### src/rtl/core/lkv_pkg.sv
// lkv_pkg: shared sizes, operation codes and the search request token
// for the linear key-value table; no dependencies
package lkv_pkg;

	localparam int DEPTH       = 16;
	localparam int KEY_WIDTH   = 32;
	localparam int VALUE_WIDTH = 32;
	localparam int CNT_W       = $clog2(DEPTH + 1);

	typedef enum logic [1:0] {
		OP_SET   = 2'd0,
		OP_GET   = 2'd1,
		OP_CLEAR = 2'd2,
		OP_NOP   = 2'd3
	} op_t;

	typedef enum logic {
		ST_IDLE,
		ST_SEARCH
	} state_t;

	// request token walking down the row of entry cells
	typedef struct packed {
		logic                   valid;
		logic                   is_set;
		logic [KEY_WIDTH-1:0]   key;
		logic [VALUE_WIDTH-1:0] value;
		logic [CNT_W-1:0]       remaining;
		logic                   found;
		logic                   appended;
		logic [VALUE_WIDTH-1:0] rd;
	} token_t;

endpackage

### src/rtl/core/lkv_cell.sv
// lkv_cell: one table entry (key and value) that checks the passing request,
// updates or appends itself and hands the request on; depends on lkv_pkg
module lkv_cell (
	input  logic            clk,
	input  logic            arst_n,
	input  lkv_pkg::token_t tok_in,
	output lkv_pkg::token_t tok_out
);

	logic [lkv_pkg::KEY_WIDTH-1:0]   key_q;
	logic [lkv_pkg::VALUE_WIDTH-1:0] value_q;
	lkv_pkg::token_t                 tok_q;
	lkv_pkg::token_t                 tok_d;
	logic                            live;
	logic                            match;
	logic                            append;

	assign live   = tok_in.remaining != '0;
	assign match  = tok_in.valid && live && !tok_in.found && (key_q == tok_in.key);
	assign append = tok_in.valid && !live && !tok_in.found && !tok_in.appended;

	always_comb begin
		tok_d = tok_in;
		tok_d.remaining = live ? tok_in.remaining - 1'b1 : '0;
		if (match) begin
			tok_d.found = 1'b1;
			if (!tok_in.is_set) begin
				tok_d.rd = value_q;
			end
		end
		if (append) begin
			tok_d.appended = 1'b1;
		end
	end

	always_ff @(posedge clk or negedge arst_n) begin
		if (!arst_n) begin
			tok_q <= '0;
		end else begin
			tok_q <= tok_d;
		end
	end

	// entry storage, undefined until first written
	always_ff @(posedge clk) begin
		if (append) begin
			key_q   <= tok_in.key;
			value_q <= tok_in.value;
		end else if (match && tok_in.is_set) begin
			value_q <= tok_in.value;
		end
	end

	assign tok_out = tok_q;

endmodule

### src/rtl/core/lkv_chain.sv
// lkv_chain: row of DEPTH entry cells, the request passes one cell per cycle
// depends on lkv_pkg and lkv_cell
module lkv_chain (
	input  logic            clk,
	input  logic            arst_n,
	input  lkv_pkg::token_t tok_in,
	output lkv_pkg::token_t tok_out
);

	lkv_pkg::token_t tok [0:lkv_pkg::DEPTH];

	assign tok[0] = tok_in;

	for (genvar g = 0; g < lkv_pkg::DEPTH; g++) begin : g_row
		lkv_cell u_entry (
			.clk     (clk),
			.arst_n  (arst_n),
			.tok_in  (tok[g]),
			.tok_out (tok[g+1])
		);
	end

	assign tok_out = tok[lkv_pkg::DEPTH];

endmodule

### src/rtl/core/linear_key_value_table.sv
// linear_key_value_table: top level, request control, entry count and result
// registers around the cell row; depends on lkv_pkg and lkv_chain
//
// channel   direction  handshake               payload
// request   in         start & !busy           operation, lookup_key, new_value
// result    out        done (one cycle)        read_value, hit, entry_count, full_drop
//
// set and get pass through one launch register, one register per entry cell
// and one result register from request to done. clear and the unused code
// raise done in the next cycle. busy is high while a set or get searches and
// is low again in the done cycle. arst_n empties the table; entry contents
// are not cleared. results cannot be stalled.
module linear_key_value_table (
	input  logic        clk,
	input  logic        arst_n,
	input  logic        start,
	output logic        busy,
	input  logic [1:0]  operation,
	input  logic [31:0] lookup_key,
	input  logic [31:0] new_value,
	output logic        done,
	output logic [31:0] read_value,
	output logic        hit,
	output logic [4:0]  entry_count,
	output logic        full_drop
);

	lkv_pkg::state_t                 state_q;
	lkv_pkg::state_t                 state_d;
	lkv_pkg::op_t                    op;
	lkv_pkg::token_t                 launch_q;
	lkv_pkg::token_t                 launch_d;
	lkv_pkg::token_t                 chain_out;
	logic [lkv_pkg::CNT_W-1:0]       count_q;
	logic [lkv_pkg::CNT_W-1:0]       count_d;
	logic                            accept;
	logic                            finish_now;
	logic                            finish_search;
	logic [63:0]                     key_ext;
	logic [63:0]                     value_ext;
	logic [63:0]                     rd_ext;
	logic [63:0]                     cnt_ext;
	logic                            done_q;
	logic [31:0]                     read_value_q;
	logic                            hit_q;
	logic [4:0]                      entry_count_q;
	logic                            full_drop_q;

	assign op        = lkv_pkg::op_t'(operation);
	assign accept    = start && !busy;
	assign key_ext   = 64'(lookup_key);
	assign value_ext = 64'(new_value);
	assign rd_ext    = 64'(chain_out.rd);
	assign cnt_ext   = 64'(count_d);

	always_ff @(posedge clk or negedge arst_n) begin
		if (!arst_n) begin
			state_q <= lkv_pkg::ST_IDLE;
		end else begin
			state_q <= state_d;
		end
	end

	always_comb begin
		state_d       = state_q;
		finish_now    = 1'b0;
		finish_search = 1'b0;
		count_d       = count_q;
		launch_d      = '0;
		unique case (state_q)
			lkv_pkg::ST_IDLE: begin
				if (accept) begin
					unique case (op)
						lkv_pkg::OP_SET, lkv_pkg::OP_GET: begin
							launch_d.valid     = 1'b1;
							launch_d.is_set    = (op == lkv_pkg::OP_SET);
							launch_d.key       = key_ext[lkv_pkg::KEY_WIDTH-1:0];
							launch_d.value     = (op == lkv_pkg::OP_SET) ?
								value_ext[lkv_pkg::VALUE_WIDTH-1:0] : '0;
							launch_d.remaining = count_q;
							state_d            = lkv_pkg::ST_SEARCH;
						end
						lkv_pkg::OP_CLEAR: begin
							finish_now = 1'b1;
							count_d    = '0;
						end
						lkv_pkg::OP_NOP: begin
							finish_now = 1'b1;
						end
						default: begin
							finish_now = 1'b1;
						end
					endcase
				end
			end
			lkv_pkg::ST_SEARCH: begin
				if (chain_out.valid) begin
					finish_search = 1'b1;
					count_d       = count_q + lkv_pkg::CNT_W'(chain_out.appended);
					state_d       = lkv_pkg::ST_IDLE;
				end
			end
			default: begin
				state_d = lkv_pkg::ST_IDLE;
			end
		endcase
	end

	always_ff @(posedge clk or negedge arst_n) begin
		if (!arst_n) begin
			launch_q <= '0;
			count_q  <= '0;
			done_q   <= 1'b0;
		end else begin
			launch_q <= launch_d;
			count_q  <= count_d;
			done_q   <= finish_now || finish_search;
		end
	end

	always_ff @(posedge clk) begin
		if (finish_now || finish_search) begin
			read_value_q  <= finish_search ? rd_ext[31:0] : 32'd0;
			hit_q         <= finish_search && chain_out.found;
			full_drop_q   <= finish_search && !chain_out.found && !chain_out.appended;
			entry_count_q <= cnt_ext[4:0];
		end
	end

	lkv_chain u_chain (
		.clk     (clk),
		.arst_n  (arst_n),
		.tok_in  (launch_q),
		.tok_out (chain_out)
	);

	assign busy        = (state_q != lkv_pkg::ST_IDLE);
	assign done        = done_q;
	assign read_value  = read_value_q;
	assign hit         = hit_q;
	assign entry_count = entry_count_q;
	assign full_drop   = full_drop_q;

endmodule

### config.mk
export PLATFORM = sky130hd
export DESIGN_NAME = linear_key_value_table
export DESIGN_NICKNAME = d
export VERILOG_FILES = /design/src/rtl/core/lkv_pkg.sv /design/src/rtl/core/lkv_cell.sv /design/src/rtl/core/lkv_chain.sv /design/src/rtl/core/linear_key_value_table.sv
export SDC_FILE = /design/constraint.sdc
export NUM_CORES = 2
export LEC_CHECK = 0
export ABC_AREA = 1
export BUFFER_PORTS_ARGS = -buffer_cell sky130_fd_sc_hd__buf_2
export CAP_MARGIN = 20
export CELL_PAD_IN_SITES_DETAIL_PLACEMENT = 2
export CELL_PAD_IN_SITES_GLOBAL_PLACEMENT = 2
export CORE_ASPECT_RATIO = 1.4
export CORE_MARGIN = 8
export CORE_UTILIZATION = 39
export DETAILED_ROUTE_END_ITERATION = 7
export GPL_TIMING_DRIVEN = 0
export PLACE_DENSITY = 0.77
export SYNTH_ARGS = -nofsm -noshare
export SYNTH_HDL_FRONTEND = slang
export SYNTH_SLANG_ARGS = --single-unit
### constraint.sdc
create_clock -name clk -period 4.25 [get_ports clk]
set_input_delay 0.85 -clock clk [delete_from_list [all_inputs] [get_ports clk]]
set_output_delay 0.85 -clock clk [all_outputs]
set_load 0.1 [all_outputs]
==> metrics <==
utilization after layout 0.451; min cycle time layout 3.48 ns; total number of clock tree sinks 2751; remaining max-slew budget at the tightest pin 0.324; Placed Cells 13000; maximum number of pins on one net before global-route repair 172; estimated wirelength of the detail-placed design 184000 microns; crit-path max FO 171; total routed wire length on the met1 layer 96100 microns; Avg WL per Cell 20.1 microns; amount of wire on met3 after detailed routing 6300 microns; Fmax 0.288 GHz; EDFF count, synth 1063; final setup violation count 0; input/output buffers 109; number of synthesis warnings 0; insertion delay to the later sink of the worst-skew pair 0.85 ns; type of origin of the critical path input port; dominant synthesized flop cell dfrtp_1; violation count after the first detailed-route iteration 2714; number of antenna violations at the first check in global routing 2; synthesized area 105000 sq um; power density over the cells 440 nW/um^2; static leakage 56.1 nW; final wirelength 272000 microns; clock tree root buffer cell clkbuf_16; Critical Path Sink Type asynchronous set/reset pin; total number of H-tree levels 5; count of TritonRoute iterations in the first routing pass 5; proportion of synthesized flip-flops having asynchronous set or reset 0.614; count of pins on the block boundary 110; net count of the mapped netlist 9436; total power 53.2 mW; Max IR drop VDD 0.298 mV; post-CTS repair timing setup buffer count 0; register clock-pin slew on the reported worst setup and hold paths 0.06 ns; Final Hold Viols 0; Data required, critical path 5.17 ns; class of the worst hold path in2async; setup tns final 0 ns; critical register-to-register path startpoint u_chain.g_row[8].u_entry.tok_out[34]$_DFF_PN0_; total number of vias 64700; mean area per synthesized cell 11.2 sq um; row count 225; DR vias/cell 4.77; part of the Yosys area used for sequential elements 0.706; number of buffers on the longest clock path 4; number of maximum-capacitance constraint violations 0; sum of overflow across all layers after global routing 0; Pins Over Slew Limit 0; met2 wire len 157000 microns; Non-Filler Instances 13500; height of the chip 630 microns; area of the placeable core 268000 sq um; critical path launch point arst_n; gp weighted congestion 0.848; commonest cells after routing, fill and taps aside nand2_1 (2933), dfrtp_1 (1688), inv_1 (1336); floorplan die area 286000 sq um; unrepaired setup endpoints after global routing no; Netlist cell types 36; die outline width 455 microns; instance count of the mapped netlist 9350; Worst Max-Slew Pin Slew 1.01 ns; final-stage net count 9885; worst path arrival time 4.40 ns; most common library cell in the layout ignoring fill and taps nand2_1; fraction of final layout cells sized beyond drive strength 1 0.134; critical path start-end classification in2async; area added between synthesis and finish 15.2%; number of global-route vias before repair 78600; top layer used by detailed routing met4; outcome completed; final worst clock skew 0.0477 ns; crit share post-route 0.818; starting utilization of the core area 0.392; wire length of the first global-routing pass 440000 microns; TritonCTS clock tree yes; TritonCTS Buffers 286; remaining routing DRC violations 0; number of nets still failing antenna checks after routing 0; synthesized flop and latch total 2751; GRT Util Overall 0.191
==> repair_timing <==
item / 4_1_cts / 5_1_grt
endpoints found under the hold margin: 75 / 0
endpoints found under the setup margin: 203 / 0
gates resized for setup: 0 / 0
hold buffers: 1 / 0
==> path summary, 6_finish.rpt <==
check	endpoint	slack, ns	depth (start not counted)
max	u_chain.g_row[13].u_entry.tok_out[80]$_DFF_PN0_	0.77	8
min	launch_q[66]$_DFF_PN0_	0.08	2
max reg2reg	u_chain.g_row[9].u_entry.value_q[17]$_DFFE_PP_	1.11	11
min reg2reg	u_chain.g_row[12].u_entry.tok_out[54]$_DFF_PN0_	0.37	0
max in group clk	u_chain.g_row[9].u_entry.value_q[17]$_DFFE_PP_	1.11	11
min in group clk	launch_q[51]$_DFF_PN0_	0.21	3
==> layout make-up <==
| type | count | area [sq um] |
|---|---|---|
| antenna | 2 | 5.00 |
| buffer | 211 | 1310 |
| clock buffer | 410 | 8300 |
| clock inverter | 108 | 1140 |
| fill | 27000 | 147000 |
| inverter | 1347 | 5060 |
| multi-input combinational | 5041 | 24700 |
| sequential | 2751 | 74200 |
| tap | 3518 | 4400 |
| timing repair buffer | 161 | 1910 |
==> Yosys cell counts (4+ instances only) <==
master	n	share of area
clkbuf_1	53	0.0019
nand4_1	29	0.0017
mux2_2	480	0.051
edfxtp_1	1063	0.30
xor2_1	21	0.0018
nand3b_1	4	0.00029
or2_2	18	0.0011
nor2_1	761	0.027
xnor2_1	70	0.0058
nand3_2	17	0.0016
nand2_2	8	0.00048
o21ai_0	23	0.0011
buf_2	94	0.0045
inv_1	1336	0.048
buf_6	43	0.0046
ha_1	17	0.0020
inv_2	11	0.00039
nor4_1	4	0.00024
buf_4	19	0.0014
nor2_4	19	0.0020
dfrtp_1	1688	0.40
and2_1	7	0.00042
a31oi_1	13	0.00077
o21bai_1	13	0.00093
a21oi_1	7	0.00033
nand2_1	2933	0.10
nor3b_1	4	0.00029
nor3_1	21	0.0010
nor3_2	12	0.0011
nand3_1	543	0.026
nor2_2	13	0.00077
==> critical path: stages <==
cell    delay, ns
buf_12       0.15
buf_16       0.33
buf_16       0.36
buf_16       0.51
buf_16       0.60
buf_16       0.38
buf_16       0.42
buf_16       0.41
==> layer usage <==
layer | up-vias | GRT usage
met5 | - | 0
met4 | 0 | 0.0815
met3 | 563 | 0.0217
met2 | 859 | 0.386
met1 | 33100 | 0.193
li1 | 30200 | -
==> per-stage QoR <==
step           setup WS [ns]  hold slack, ns  area [sq um]
6_report               0.774          0.0779        121000
2_1_floorplan          0.529           0.349        105000
3_5_place_dp           -1.58           0.360        111000
4_1_cts                0.506          0.0275        121000
5_1_grt                0.196          0.0549        121000
3_3_place_gp          -34.76           0.355        110000
==> power breakdown <==
group | total (mW) | internal [mW] | switching [mW]
Sequential | 27.4 | 27.4 | 0
Clock | 25.4 | 14.9 | 10.5
Combinational | 0.411 | 0.0715 | 0.340
==> cell families after synthesis <==
logic type                 share of synthesized area
and+or+nand+nor                                0.169
DFF                                            0.706
buffers and inverters                         0.0606
muxes                                         0.0514
xor gates and xnor gates                     0.00759
AOI/OAI and AO/OA                            0.00313
adders and majority gates                    0.00202
==> state kept, by name, summed over array words and instances (netlist names), 5 cells and up <==
signal                         flops
count_q                            5
entry_count                        5
launch_q                          71
read_value                        32
u_chain.g_row.u_entry.key_q      512
u_chain.g_row.u_entry.tok_out   1610
u_chain.g_row.u_entry.value_q    512
No activity file was read; power rests on OpenSTA's default activity.
